--- config.mk ---
export PLATFORM = sky130hd
export DESIGN_NAME = bdas_fifo
export DESIGN_NICKNAME = d
export VERILOG_FILES = /design/src/hw/rtl/bdas_pkg.sv /design/src/hw/rtl/bdas_fifo.sv
export SDC_FILE = /design/constraint.sdc
export NUM_CORES = 1
export LEC_CHECK = 0
export ABC_AREA = 1
export BUFFER_PORTS_ARGS = -buffer_cell sky130_fd_sc_hd__buf_2
export CORE_MARGIN = 8
export CORE_UTILIZATION = 40
export DETAILED_ROUTE_END_ITERATION = 6
export PLACE_DENSITY_LB_ADDON = 0.12
export SETUP_SLACK_MARGIN = 0.05
export SLEW_MARGIN = 10
export SYNTH_ARGS = -nofsm -noshare
export SYNTH_HDL_FRONTEND = slang
export SYNTH_SLANG_ARGS = --single-unit
--- constraint.sdc ---
create_clock -name clk_i -period 6.1 [get_ports clk_i]
set_input_delay 1.22 -clock clk_i [delete_from_list [all_inputs] [get_ports clk_i]]
set_output_delay 1.22 -clock clk_i [all_outputs]
set_load 0.005 [all_outputs]
--- src/hw/rtl/bdas_pkg.sv ---
`default_nettype none

package bdas_pkg;

  localparam int T_FRAC_BITS = 10;
  localparam int IMAGE_SIZE  = 700;
  localparam int COORD_W     = 10;
  localparam int NUM_PTS     = 4;
  localparam int NUM_PIX     = 4;
  localparam int NUM_REGS    = 2 * NUM_PTS;
  localparam int REG_IDX_W   = $clog2(NUM_REGS);
  localparam int TW          = T_FRAC_BITS + 1;
  localparam int PT_W        = COORD_W + T_FRAC_BITS;
  localparam int PROD_W      = PT_W + TW;
  localparam int MAG_W       = T_FRAC_BITS + 2;
  localparam int SQ_W        = 2 * MAG_W;
  localparam int SUM_W       = SQ_W + 1;
  localparam int K_SHIFT     = 2 * T_FRAC_BITS - 3;
  localparam int K_W         = SUM_W - K_SHIFT;
  localparam int W_W         = 8;
  localparam int GAUSS_N     = 89;
  localparam int GI_W        = $clog2(GAUSS_N);

  localparam logic [TW-1:0] T_ONE = TW'(1) << T_FRAC_BITS;

  typedef enum logic [REG_IDX_W-1:0] {
    REG_P0_X,
    REG_P0_Y,
    REG_P1_X,
    REG_P1_Y,
    REG_P2_X,
    REG_P2_Y,
    REG_P3_X,
    REG_P3_Y
  } cfg_reg_e;

  typedef struct packed {
    logic [COORD_W-1:0] x;
    logic [COORD_W-1:0] y;
  } point_t;

  typedef point_t [NUM_PTS-1:0] ctrl_pts_t;

  typedef struct packed {
    logic [COORD_W-1:0] x;
    logic [COORD_W-1:0] y;
    logic [W_W-1:0]     w;
  } pix_t;

  typedef struct packed {
    logic [NUM_PIX-1:0]       vld;
    pix_t [NUM_PIX-1:0]       pix;
  } splat_t;

  // floor(255*exp(-k/16))
  localparam logic [W_W-1:0] GAUSS_TAB [GAUSS_N] = '{
    8'd255, 8'd239, 8'd225, 8'd211, 8'd198, 8'd186, 8'd175, 8'd164,
    8'd154, 8'd145, 8'd136, 8'd128, 8'd120, 8'd113, 8'd106, 8'd99,
    8'd93,  8'd88,  8'd82,  8'd77,  8'd73,  8'd68,  8'd64,  8'd60,
    8'd56,  8'd53,  8'd50,  8'd47,  8'd44,  8'd41,  8'd39,  8'd36,
    8'd34,  8'd32,  8'd30,  8'd28,  8'd26,  8'd25,  8'd23,  8'd22,
    8'd20,  8'd19,  8'd18,  8'd17,  8'd16,  8'd15,  8'd14,  8'd13,
    8'd12,  8'd11,  8'd11,  8'd10,  8'd9,   8'd9,   8'd8,   8'd8,
    8'd7,   8'd7,   8'd6,   8'd6,   8'd5,   8'd5,   8'd5,   8'd4,
    8'd4,   8'd4,   8'd4,   8'd3,   8'd3,   8'd3,   8'd3,   8'd3,
    8'd2,   8'd2,   8'd2,   8'd2,   8'd2,   8'd2,   8'd1,   8'd1,
    8'd1,   8'd1,   8'd1,   8'd1,   8'd1,   8'd1,   8'd1,   8'd1,
    8'd1
  };

  function automatic logic [W_W-1:0] gauss_weight(input logic [K_W-1:0] k);
    logic [W_W-1:0] w;
    w = '0;
    if (k < K_W'(GAUSS_N)) begin
      w = GAUSS_TAB[k[GI_W-1:0]];
    end
    return w;
  endfunction

endpackage

`default_nettype wire

--- src/hw/rtl/bdas_fifo.sv ---
`default_nettype none

module bdas_fifo import bdas_pkg::*; (
  input  logic   clk_i,
  input  logic   rst_ni,
  input  logic   in_valid_i,
  output logic   in_ready_o,
  input  splat_t in_i,
  output logic   out_valid_o,
  input  logic   out_ready_i,
  output splat_t out_o
);

  localparam int QD = 2;
  localparam int PW = $clog2(QD);
  localparam int CW = $clog2(QD + 1);

  splat_t          mem_q [QD];
  logic [PW-1:0]   wp_q, rp_q;
  logic [CW-1:0]   cnt_q;
  logic            push, pop;

  assign in_ready_o  = (cnt_q != CW'(QD));
  assign out_valid_o = (cnt_q != '0);
  assign out_o       = mem_q[rp_q];
  assign push        = in_valid_i && in_ready_o;
  assign pop         = out_valid_o && out_ready_i;

  always_ff @(posedge clk_i or negedge rst_ni) begin
    if (!rst_ni) begin
      wp_q  <= '0;
      rp_q  <= '0;
      cnt_q <= '0;
    end else begin
      if (push) begin
        wp_q <= wp_q + PW'(1);
      end
      if (pop) begin
        rp_q <= rp_q + PW'(1);
      end
      unique case ({push, pop})
        2'b10:   cnt_q <= cnt_q + CW'(1);
        2'b01:   cnt_q <= cnt_q - CW'(1);
        default: cnt_q <= cnt_q;
      endcase
    end
  end

  always_ff @(posedge clk_i) begin
    if (push) begin
      mem_q[wp_q] <= in_i;
    end
  end

endmodule

`default_nettype wire

==> results.yml <==
cts:
  root_buffer: "clkbuf_16"
  clock_latency_at_the_later_pin_of_the_worst_skew_pair_ns: 0.50
  postCtsSetupBuffers: 0
  post_cts_resize_count: 0
  cts_tree: "done"
  htree_num_levels: 1
  numCtsBuffers: 24
  max-clock-path-buffers: 3
  cts_clk_pin_slew_worst_paths_ns: 0.06
  ctsHoldBuffers: 0
  cts_sinks: 236
logic_synthesis:
  post_synth_most_frequent_cells: "nand2_1 (358), edfxtp_1 (232), buf_2 (18)"
  mean_cell_area_of_the_mapped_netlist_sq_um: 13.63
  postSynthCellCount: 635
  number_of_distinct_standard_cells_referenced_by_the_synthesized_netlist: 14
  synth_nets: 756
  yosys_register_bits: 236
  synth.most_common_cell: "nand2_1"
  synth_area_leaders: "edfxtp_1 (80%), nand2_1 (16%), dfrtp_1 (1.2%), buf_2 (1.0%), buf_6 (0.65%)"
  synth_area_sq_um: 8655
  synth_enable_flop_cells: 232
  ys_warn_count: 0
  synth_top_area_share_pct: 80.50
  synth-async-reset-ratio_pct: 1.695
  yosysSeqAreaShare_pct: 81.65
  dominantRegCellSynth: "edfxtp_1"
  synth.largest_area_cell: "edfxtp_1"
placed_design:
  place.detailed.hpwl_microns: 13000
  place_congestion: 0.7602
  place_inst: 1133
  portBuffers: 237
route:
  via_per_inst: 4.586
  dr_total_vias: 5393
  dr.pass1.iters: 4
  drt_wl_total_microns: 19740
  final_antenna_net_count: 0
  drt_iter0_markers: 364
  detail_route.drc_violations: 0
  drt-wirelength-per-cell_microns: 16.78
sta:
  number_of_pins_with_negative_max_slew_slack_in_the_final_report: 0
  final-setup-viol-count: 0
  fin_crit_sh_pct: 62.55
  fmax_mhz: 262.1
  worst_clock_skew_ns: 0.01173
  unrepaired_setup_endpoints_after_global_routing: "no"
  finalWorstPathRequiredPeriod_ns: 3.816
  timing_hold_violations_final: 0
  tightestPinTransition_ns: 1.186
  max_slew_margin_pct: 20.91
  aggregate_negative_setup_slack_ns: 0
worst_setup_path:
  required_ns: 4.88
  worst_ep_arrival_time_ns: 2.60
  reg_to_reg_setup_timing_slack_ns: 4.04
  critical_path.endpoint_type: "output pin"
  path_max_fanout: 61
  path_delay_family: "buffers and inverters"
  cp_slowest_stage_delay_ns: 0.63
  cp_cell_sequence: "inv_4 -> buf_4 -> nand2_1 -> nand2_1 -> buf_2"
  cp.buffers_inverters: 3
  crit_path_frequent_cell: "nand2_1"
  master_of_the_slowest_instance_on_the_critical_path: "buf_4"
  startpoint_types: "register"
  crit_type: "register to output pin"
die:
  dieWidth_microns: 163.1
  rows: 54
  start_util_pct: 40.15
  design.core.area_sq_um: 21550
  floorplan.io_pins: 238
  floorplan.die.height_microns: 163.1
  die-area_sq_um: 26600
job:
  reported_max_cap_violation_count: 0
cells_and_area:
  multi_input_comb_area_sq_um: 1413
  count_of_placed_standard_cells_in_the_final_layout_fillers_left_out: 1176
  area_growth_syn_to_layout_pct: 25.36
  layout.filler_cells: 1908
  layout.area.seq_sq_um: 7071
  nNetsFinal: 1000
  drive_gt1_share_pct: 30.84
grt:
  antenna_found_initial: 2
  grt_max_degree: 106
  grt_pass1_vias: 5594
  residual_overflow_from_global_routing: 0
  grt_first_pass_wirelength_microns: 29860
  grt_use_total_pct: 14.24
power_and_ir_drop:
  cellPowerDensity_nw_per_um2: 478.7
  total_leakage_power_nw: 4.660
  vdd_ir_max_uv: 315.4
  power_mw: 5.193
outcome:
  status: "completed"
min_path:
  hold_path.class: "register to register"
registers in the layout, summed over array words and instances (netlist names):
register / cells
mem_q: 232
wp_q: 1
rp_q: 1
cnt_q: 2
final cells by class:
| cell class | count | share of cell area, % |
|---|---|---|
| clock buffers | 37 | 6.274 |
| repair buffers | 243 | 11.35 |
| clock inverters | 5 | 0.6689 |
| flip-flops and latches | 236 | 65.17 |
| diodes | 1 | 0.02307 |
| well taps | 280 | 3.229 |
| inverters | 7 | 0.2653 |
| multi-input cells | 367 | 13.02 |
per-layer routing:
layer	track usage, %	part of all wire [%]	routed length, microns
met3	5.393	11	2104
met1	18.52	42	8310
met5	0	0.12	23
met4	3.003	1.2	235
met2	22.44	46	9061
through the flow:
| stage | setup WS, ns | hold slack (ns) | area, sq um | utilization (%) |
|---|---|---|---|---|
| 3_5_place_dp | 2.757 | 0.4894 | 10090 | 46.83 |
| 4_1_cts | 2.216 | 0.4938 | 10850 | 50.33 |
| 6_report | 2.284 | 0.5016 | 10850 | 50.34 |
| 2_1_floorplan | 1.304 | 0.4625 | 8660 | - |
| 5_1_grt | 2.034 | 0.4992 | 10850 | 50.33 |
| 3_3_place_gp | 2.807 | 0.4764 | 10090 | 46.83 |
tightest hold or removal path: cells and delay by family (launching register included):
family | cells | cell delay [ns]
AND/OR/NAND/NOR | 2 | 0.11
flip-flops | 1 | 0.36
report_power, final:
part | leakage (nW) | internal, mW | switching (mW)
Clock | 0.364 | 0.847 | 0.548
Sequential | 2.21 | 2.22 | 0.0959
Combinational | 2.09 | 0.503 | 0.980
cells by family after synthesis:
family / Yosys count / share of synthesized area, %
buffers and inverters: 32 / 2.197
adder cells (fa/ha/maj): 1 / 0.1445
AO/OA/AOI/OAI: 1 / 0.05777
flip-flops: 236 / 81.65
XOR/XNOR: 1 / 0.1012
AND/OR/NAND/NOR: 364 / 15.85
cell usage in the layout, fill, tap and decap left out, types with 2 or more instances in the layout:
| master | count |
|---|---|
| nand2_1 | 358 |
| bufinv_16 | 2 |
| clkbuf_16 | 25 |
| clkinv_1 | 2 |
| buf_2 | 237 |
| inv_1 | 6 |
| buf_4 | 6 |
| dfrtp_1 | 3 |
| clkbuf_1 | 11 |
| edfxtp_1 | 232 |
| nand3_1 | 2 |
| nor2_4 | 2 |
final timing paths:
path,startpoint,end,depth (start not counted)
setup / recovery,rp_q,out_o[109],5
hold / removal,cnt_q[1],cnt_q[1],2
setup reg to reg,rp_q,rp_q,4
hold reg to reg,cnt_q[1],cnt_q[1],2
max in group asynchronous,rst_ni,rp_q,1
min in group asynchronous,rst_ni,cnt_q[1],1
Note: power is estimated with default switching activity, not from simulation.
