### config.mk
export PLATFORM = sky130hd
export DESIGN_NAME = bdas_back
export DESIGN_NICKNAME = d
export VERILOG_FILES = /design/src/hw/rtl/bdas_pkg.sv /design/src/hw/rtl/bdas_back.sv
export SDC_FILE = /design/constraint.sdc
export NUM_CORES = 1
export LEC_CHECK = 0
export BUFFER_PORTS_ARGS = -buffer_cell sky130_fd_sc_hd__buf_2
export CAP_MARGIN = 5
export CORE_MARGIN = 1.5
export CORE_UTILIZATION = 55
export CTS_CLUSTER_SIZE = 30
export DETAILED_ROUTE_END_ITERATION = 8
export HOLD_SLACK_MARGIN = 0.12
export PLACE_DENSITY = 0.87
export SYNTH_ARGS = -nofsm -noshare
export SYNTH_HDL_FRONTEND = slang
export SYNTH_SLANG_ARGS = --single-unit
### constraint.sdc
create_clock -name clk_i -period 19.7 [get_ports clk_i]
set_clock_uncertainty 0.1 [all_clocks]
set_input_delay 0 -clock clk_i [delete_from_list [all_inputs] [get_ports clk_i]]
set_output_delay 0 -clock clk_i [all_outputs]
set_load 0.05 [all_outputs]
### src/hw/rtl/bdas_pkg.sv
`default_nettype none

package bdas_pkg;

  localparam int T_FRAC_BITS = 10;
  localparam int IMAGE_SIZE  = 700;
  localparam int COORD_W     = 10;
  localparam int NUM_PTS     = 4;
  localparam int NUM_PIX     = 4;
  localparam int NUM_REGS    = 2 * NUM_PTS;
  localparam int REG_IDX_W   = $clog2(NUM_REGS);
  localparam int TW          = T_FRAC_BITS + 1;
  localparam int PT_W        = COORD_W + T_FRAC_BITS;
  localparam int PROD_W      = PT_W + TW;
  localparam int MAG_W       = T_FRAC_BITS + 2;
  localparam int SQ_W        = 2 * MAG_W;
  localparam int SUM_W       = SQ_W + 1;
  localparam int K_SHIFT     = 2 * T_FRAC_BITS - 3;
  localparam int K_W         = SUM_W - K_SHIFT;
  localparam int W_W         = 8;
  localparam int GAUSS_N     = 89;
  localparam int GI_W        = $clog2(GAUSS_N);

  localparam logic [TW-1:0] T_ONE = TW'(1) << T_FRAC_BITS;

  typedef enum logic [REG_IDX_W-1:0] {
    REG_P0_X,
    REG_P0_Y,
    REG_P1_X,
    REG_P1_Y,
    REG_P2_X,
    REG_P2_Y,
    REG_P3_X,
    REG_P3_Y
  } cfg_reg_e;

  typedef struct packed {
    logic [COORD_W-1:0] x;
    logic [COORD_W-1:0] y;
  } point_t;

  typedef point_t [NUM_PTS-1:0] ctrl_pts_t;

  typedef struct packed {
    logic [COORD_W-1:0] x;
    logic [COORD_W-1:0] y;
    logic [W_W-1:0]     w;
  } pix_t;

  typedef struct packed {
    logic [NUM_PIX-1:0]       vld;
    pix_t [NUM_PIX-1:0]       pix;
  } splat_t;

  // floor(255*exp(-k/16))
  localparam logic [W_W-1:0] GAUSS_TAB [GAUSS_N] = '{
    8'd255, 8'd239, 8'd225, 8'd211, 8'd198, 8'd186, 8'd175, 8'd164,
    8'd154, 8'd145, 8'd136, 8'd128, 8'd120, 8'd113, 8'd106, 8'd99,
    8'd93,  8'd88,  8'd82,  8'd77,  8'd73,  8'd68,  8'd64,  8'd60,
    8'd56,  8'd53,  8'd50,  8'd47,  8'd44,  8'd41,  8'd39,  8'd36,
    8'd34,  8'd32,  8'd30,  8'd28,  8'd26,  8'd25,  8'd23,  8'd22,
    8'd20,  8'd19,  8'd18,  8'd17,  8'd16,  8'd15,  8'd14,  8'd13,
    8'd12,  8'd11,  8'd11,  8'd10,  8'd9,   8'd9,   8'd8,   8'd8,
    8'd7,   8'd7,   8'd6,   8'd6,   8'd5,   8'd5,   8'd5,   8'd4,
    8'd4,   8'd4,   8'd4,   8'd3,   8'd3,   8'd3,   8'd3,   8'd3,
    8'd2,   8'd2,   8'd2,   8'd2,   8'd2,   8'd2,   8'd1,   8'd1,
    8'd1,   8'd1,   8'd1,   8'd1,   8'd1,   8'd1,   8'd1,   8'd1,
    8'd1
  };

  function automatic logic [W_W-1:0] gauss_weight(input logic [K_W-1:0] k);
    logic [W_W-1:0] w;
    w = '0;
    if (k < K_W'(GAUSS_N)) begin
      w = GAUSS_TAB[k[GI_W-1:0]];
    end
    return w;
  endfunction

endpackage

`default_nettype wire

### src/hw/rtl/bdas_back.sv
`default_nettype none

module bdas_back import bdas_pkg::*; (
  input  logic               clk_i,
  input  logic               rst_ni,
  input  logic               item_valid_i,
  output logic               item_ready_o,
  input  splat_t             item_i,
  output logic               out_valid_o,
  input  logic               out_ready_i,
  output logic [COORD_W-1:0] pix_x_o,
  output logic [COORD_W-1:0] pix_y_o,
  output logic [W_W-1:0]     green_add_o,
  output logic               last_o
);

  splat_t             cur_q;
  logic [NUM_PIX-1:0] rem_q, rem_nx, sel_oh;
  logic [1:0]         sel;
  logic               busy, adv, pop;
  logic               out_v_q;
  pix_t               out_q;
  logic               last_q;

  always_comb begin
    priority if (rem_q[0]) begin
      sel = 2'd0;
    end else if (rem_q[1]) begin
      sel = 2'd1;
    end else if (rem_q[2]) begin
      sel = 2'd2;
    end else begin
      sel = 2'd3;
    end
  end

  assign sel_oh       = NUM_PIX'(1) << sel;
  assign rem_nx       = rem_q & ~sel_oh;
  assign busy         = |rem_q;
  assign adv          = busy && (!out_v_q || out_ready_i);
  assign item_ready_o = !busy || (adv && (rem_nx == '0));
  assign pop          = item_valid_i && item_ready_o;

  assign out_valid_o = out_v_q;
  assign pix_x_o     = out_q.x;
  assign pix_y_o     = out_q.y;
  assign green_add_o = out_q.w;
  assign last_o      = last_q;

  always_ff @(posedge clk_i or negedge rst_ni) begin
    if (!rst_ni) begin
      rem_q   <= '0;
      out_v_q <= 1'b0;
    end else begin
      if (pop) begin
        rem_q <= item_i.vld;
      end else if (adv) begin
        rem_q <= rem_nx;
      end
      if (adv) begin
        out_v_q <= 1'b1;
      end else if (out_ready_i) begin
        out_v_q <= 1'b0;
      end
    end
  end

  always_ff @(posedge clk_i) begin
    if (pop) begin
      cur_q <= item_i;
    end
    if (adv) begin
      out_q  <= cur_q.pix[sel];
      last_q <= (rem_nx == '0);
    end
  end

endmodule

`default_nettype wire

==> flow_results.org, run 1 <==
** Outcome
- The flow did not finish.
- The stage where the run came to a stop is clock tree synthesis (4_1_cts).
- The tool reported: "[ERROR RSZ-0060] Max buffer count reached".

** CTS
- Root Buffer :: sky130_fd_sc_hd__clkbuf_8
- The number of clock buffers added by TritonCTS is 17.
- The clock tree synthesis step divided the H-tree into 4 levels.
- TritonCTS sink count :: 146
- Number of gates resized after CTS :: 0
- Hold_buf cts :: 124
- No sink is reached through more buffers than the 2 on the longest clock path.
- Setup fix buffers added after clock tree synthesis :: 0

** Logic synthesis
- For this run, the register share of the synthesized area comes to 78.8%.
- Synth top area cells :: sky130_fd_sc_hd__edfxtp_1 76%, sky130_fd_sc_hd__mux2_2 5.3%, sky130_fd_sc_hd__mux2i_1 5.1%
- Area share of the largest cell type after synthesis :: 76.5%
- Counting flops with a built-in enable in the synthesized netlist gives 141.
- Synthesis inferred 146 register bits.
- Ys Warns :: 0
- Synth Instances :: 314
- Of all cell types, the one taking the most synthesized area is sky130_fd_sc_hd__edfxtp_1.
- Post-synth ARST share :: 3.42%
- Top FF cell, synth :: sky130_fd_sc_hd__edfxtp_1
- Synthesized netlist net count :: 434
- Averaged over all synthesized cells, the footprint is 17.6 um2.
- The number of different library cells used by synthesis comes to 26.
- Mapped cell area :: 5540 um2

** Placed design
- Routability-driven placement finished with a final weighted congestion of 0.863.
- The wire-length estimate of the detail-placed layout is 7100 um.
- PortBufs :: 150

** Die
- Number of ports placed on the die boundary :: 151
- The floorplan step set the die width to 103 um.
- Height of the die :: 103 um
- Number of standard-cell rows in the floorplan :: 36
- Once the floorplan was initialized, standard cells occupied 56.6% of the core.
synthesized netlist by cell type (2+ instances only):
master,number
sky130_fd_sc_hd__a2111o_1,2
sky130_fd_sc_hd__a21oi_1,2
sky130_fd_sc_hd__buf_2,8
sky130_fd_sc_hd__buf_6,4
sky130_fd_sc_hd__clkbuf_1,4
sky130_fd_sc_hd__dfrtp_1,5
sky130_fd_sc_hd__edfxtp_1,141
sky130_fd_sc_hd__inv_1,3
sky130_fd_sc_hd__mux2_1,2
sky130_fd_sc_hd__mux2_2,26
sky130_fd_sc_hd__mux2i_1,28
sky130_fd_sc_hd__nand2_1,34
sky130_fd_sc_hd__nand3_1,5
sky130_fd_sc_hd__nor2_1,3
sky130_fd_sc_hd__nor2b_1,2
sky130_fd_sc_hd__o21ai_0,33
sky130_fd_sc_hd__o221ai_1,3
stage by stage:
stage / std cells / cell area, um2 / utilization, % / worst slack [ns]
detailed placement: 583 / 6400 / 65.4 / 16.93
global placement: 583 / 6400 / 65.4 / 17.09
floorplan: 314 / 5540 / - / 9.89
kinds of logic after synthesis:
group / count (synthesis) / synth area share (%)
mux: 56 / 10.8
simple gates: 47 / 3.57
fa+ha+maj: 1 / 0.181
compound gates: 44 / 4.66
buf+inv: 20 / 2.08
flops: 146 / 78.8
==> inputs of run 2 (changes only) <==
--- a/config.mk
+++ b/config.mk
@@ -8,11 +8,9 @@
 export BUFFER_PORTS_ARGS = -buffer_cell sky130_fd_sc_hd__buf_2
 export CAP_MARGIN = 5
 export CORE_MARGIN = 1.5
-export CORE_UTILIZATION = 55
-export CTS_CLUSTER_SIZE = 30
+export CORE_UTILIZATION = 40
 export DETAILED_ROUTE_END_ITERATION = 8
-export HOLD_SLACK_MARGIN = 0.12
-export PLACE_DENSITY = 0.87
+export PLACE_DENSITY_LB_ADDON = 0.15
 export SYNTH_ARGS = -nofsm -noshare
 export SYNTH_HDL_FRONTEND = slang
 export SYNTH_SLANG_ARGS = --single-unit
==> flow_results.org, run 2 <==
** Setup path
- Crit. End Element :: flip-flop
- Critical Path Source Type :: flip-flop
- STA puts the critical path data arrival time at 3.69 ns.
- Startpoint-to-endpoint class of the critical path :: reg -> reg
- Top fanout value on the critical path :: 80
- Data on the critical path is required at its endpoint by 19.63 ns.

** Logic synthesis
- In this run the mean area of a mapped cell was 17.6 um2.
- Synth top area cells :: sky130_fd_sc_hd__edfxtp_1 76%, sky130_fd_sc_hd__mux2_2 5.3%, sky130_fd_sc_hd__mux2i_1 5.1%
- Largest area contributor in the synthesized netlist :: sky130_fd_sc_hd__edfxtp_1
- Synth Instances :: 314
- Proportion of synthesized chip area in sequential cells :: 78.8%
- After synthesis, the share of flip-flops with an asynchronous set or reset is 3.42%.
- Cell variety after synth :: 26
- Synthesized netlist net count :: 434
- Total of flip-flops plus latches after synthesis :: 146
- Mapped cell area :: 5540 um2
- During synthesis, Yosys emitted a total of 0 warnings.
- Area share of the largest cell type after synthesis :: 76.5%
- Count of flip-flops with a built-in enable after synthesis :: 141
- Synth cell count leaders :: 141 x sky130_fd_sc_hd__edfxtp_1, 34 x sky130_fd_sc_hd__nand2_1, 33 x sky130_fd_sc_hd__o21ai_0
- Top FF cell, synth :: sky130_fd_sc_hd__edfxtp_1
- sky130_fd_sc_hd__edfxtp_1 is the most common cell in the netlist.

** STA
- Top achievable clock speed :: 266 MHz
- Relative slew slack :: 30.3%
- Setup violations remaining at the end of the flow were counted as 0.
- Total Neg Setup Slack :: 0 ns
- Min cycle time layout :: 3.76 ns
- Final hold viol count :: 0
- Total count of max-transition violations in the final report :: 0
- On the final layout, the worst hold slack is 0.194 ns.
- Least-Margin Pin Slew :: 1.05 ns
- Setup repair after global routing missed its margin :: no
- Fin crit share :: 19.1%
- PnR worst setup slack :: 15.94 ns

** CTS
- The tree is rooted in a sky130_fd_sc_hd__clkbuf_16.
- After clock tree synthesis, the clock-pin slew on the worst setup and hold paths is 0.05 ns.
- The clock drives 146 sinks.
- In this run, CTS created clock tree buffers numbering 17.
- CTS tree :: built
- The clock passes through at most 2 buffers.
- The H-tree was split into 4 levels.
- Number of gates resized after CTS :: 0
- Insertion delay of the later-clocked pin in the worst-skew pair :: 0.41 ns

** Cells and area
- Count of inserted antenna diode cells :: 0
- The finished cells cover 8200 um2.
- Cells with a size suffix above 1 make up 33.9% of the layout.
- The library cells used most frequently in the layout, excluding fill and tap cells, are 150 x sky130_fd_sc_hd__buf_2, 141 x sky130_fd_sc_hd__edfxtp_1, 123 x sky130_fd_sc_hd__dlygate4sd3_1.
- Max FFs per register :: 112
- Measured on the finished design, the core utilization comes to 61.4%.
- The register with the most flip-flops in the final layout is cur_q.
- Most common cell after layout, fill and taps aside :: sky130_fd_sc_hd__buf_2
- Summing all multi-input logic gate instances after layout gives 1080 um2.
- Final layout net count :: 710
- Counting the fill cells in the layout gives 1079.
- Area delta synth->final :: 48.1%
- Footprint of the flip-flops and latches :: 4360 um2

** Power and ir drop
- Per report_power, the sequential group accounts for 45.7% of the total.
- In this run the static leakage power is 3.17 nW.
- Of the total power, the clock network draws 23.1%.
- Switching power total :: 444 uW
- For this design the ratio of total power to cell area is 155 nW/um2.
- Of the total power, combinational logic draws 31.3%.
- Worst-case vdd ir drop :: 0.0754 mV
- Net switching is 34.9% of the power.
- The internal power of the cells totals 828 uW.

** Routing
- Post-route ant nets :: 0
- In the routed layout, each cell is associated on average with a via count of 4.66.
- Average wire per standard cell :: 16.2 um
- The first routing iteration left 266 violations.
- The first detailed-routing pass ran for 6 iterations.
- Detailed routing inserted a total of 3629 vias.
- The routed design has 12600 um of wire.
- In the routed design, unresolved DRC markers number 0.

** Outcome
- Result of the run :: finished clean

** Placed design
- Once detailed placement completed, the half-perimeter wirelength came to 7110 um.
- Input and output buffers added on the ports amount to 150.
- Timing analysis after detailed placement gives a worst setup slack of 15.94 ns.
- Summing all placed instances gives a cell area of 6440 um2.
- The congestion estimate from routability-driven global placement came to 0.776.

** Global routing
- Antenna violations before repair :: 0
- Number of global-route vias before repair :: 3818
- The first global-routing pass estimated 18900 um of wire.
- For this run, the total global-route usage over all layers was measured as 17.8%.
- Largest net degree at the start of global routing :: 81
- Total gr overflow :: 0

** Die
- Number of standard-cell rows in the floorplan :: 42
- The die is 121 um wide.
- The floorplan step set the die height to 121 um.
- Starting Density :: 41.5%
- Number of ports placed on the die boundary :: 151
- The die covers 14600 um2.
- The region available for standard cell placement spans 13300 um2.

** Worst hold path
- The tightest min-delay check is of the in -> reg type.

** Flow run
- Max-cap violations in this run came to 0.
==> run 2: path summary, 6_finish.rpt <==
check | start | endpoint | slack (ns) | cells after the start
max in group asynchronous | rst_ni | rem_q[1]$_DFFE_PN0P_ | 18.81 | 3
hold reg to reg | cur_q[19]$_DFFE_PP_ | pix_x_o[1]$_DFFE_PP_ | 0.44 | 1
hold / removal | item_i[45] | cur_q[45]$_DFFE_PP_ | 0.19 | 2
setup / recovery | rem_q[1]$_DFFE_PN0P_ | cur_q[22]$_DFFE_PP_ | 15.94 | 4
setup reg to reg | rem_q[1]$_DFFE_PN0P_ | cur_q[22]$_DFFE_PP_ | 15.94 | 4
min in group asynchronous | rst_ni | rem_q[3]$_DFFE_PN0P_ | 0.45 | 3
==> run 2: critical path, stage by stage, from the launching register on <==
cell	delay, ns
sky130_fd_sc_hd__dfrtp_2	0.76
sky130_fd_sc_hd__nor2_1	0.56
sky130_fd_sc_hd__nand2_1	0.17
sky130_fd_sc_hd__o21ai_4	0.81
sky130_fd_sc_hd__buf_4	0.88
==> run 2: power groups by stage <==
| stage | Sequential, mW | Combinational [mW] | Clock (mW) |
|---|---|---|---|
| finish | 0.581 | 0.398 | 0.293 |
| global route | 0.596 | 0.428 | 0.312 |
| CTS | 0.584 | 0.402 | 0.299 |
| detailed placement | 0.589 | 0.374 | 0 |
| global placement | 0.586 | 0.366 | 0 |
| floorplan | 0.683 | 0.210 | 0 |
==> run 2: area by class of cell <==
class	instances	area share, %
multi-input cells	148	13.2
clock inverters	11	1.16
repair buffers	274	24.3
inverters	3	0.137
well taps	176	2.69
clock buffers	20	5.33
flip-flops and latches	146	53.2
==> run 2: cells by family after synthesis <==
| kind of cell | share of synthesized area [%] |
|---|---|
| compound gates | 4.66 |
| fa+ha+maj | 0.181 |
| buf+inv | 2.08 |
| flops | 78.8 |
| mux | 10.8 |
| simple gates | 3.57 |
==> run 2: what timing repair did <==
action / in CTS / in global routing
hold buffers: 123 / 0
endpoints found under the hold margin: 122 / 0
setup buffers: 0 / 0
==> run 2: through the flow <==
step / power (mW) / instances
after global placement: 0.952 / 624
after detailed placement: 0.964 / 624
final: 1.27 / 778
after global routing: 1.34 / 778
after floorplan: 0.894 / 314
after CTS: 1.29 / 778
==> run 2: metal layers <==
layer | up-vias | track usage [%] | wire length, um
met1 | 1709 | 20.3 | 5180
li1 | 1759 | - | -
met3 | 31 | 4.39 | 634
met4 | 0 | 10.0 | 405
met5 | - | 0 | 0
met2 | 130 | 30.7 | 6400
(Power assumes the default switching activity.)
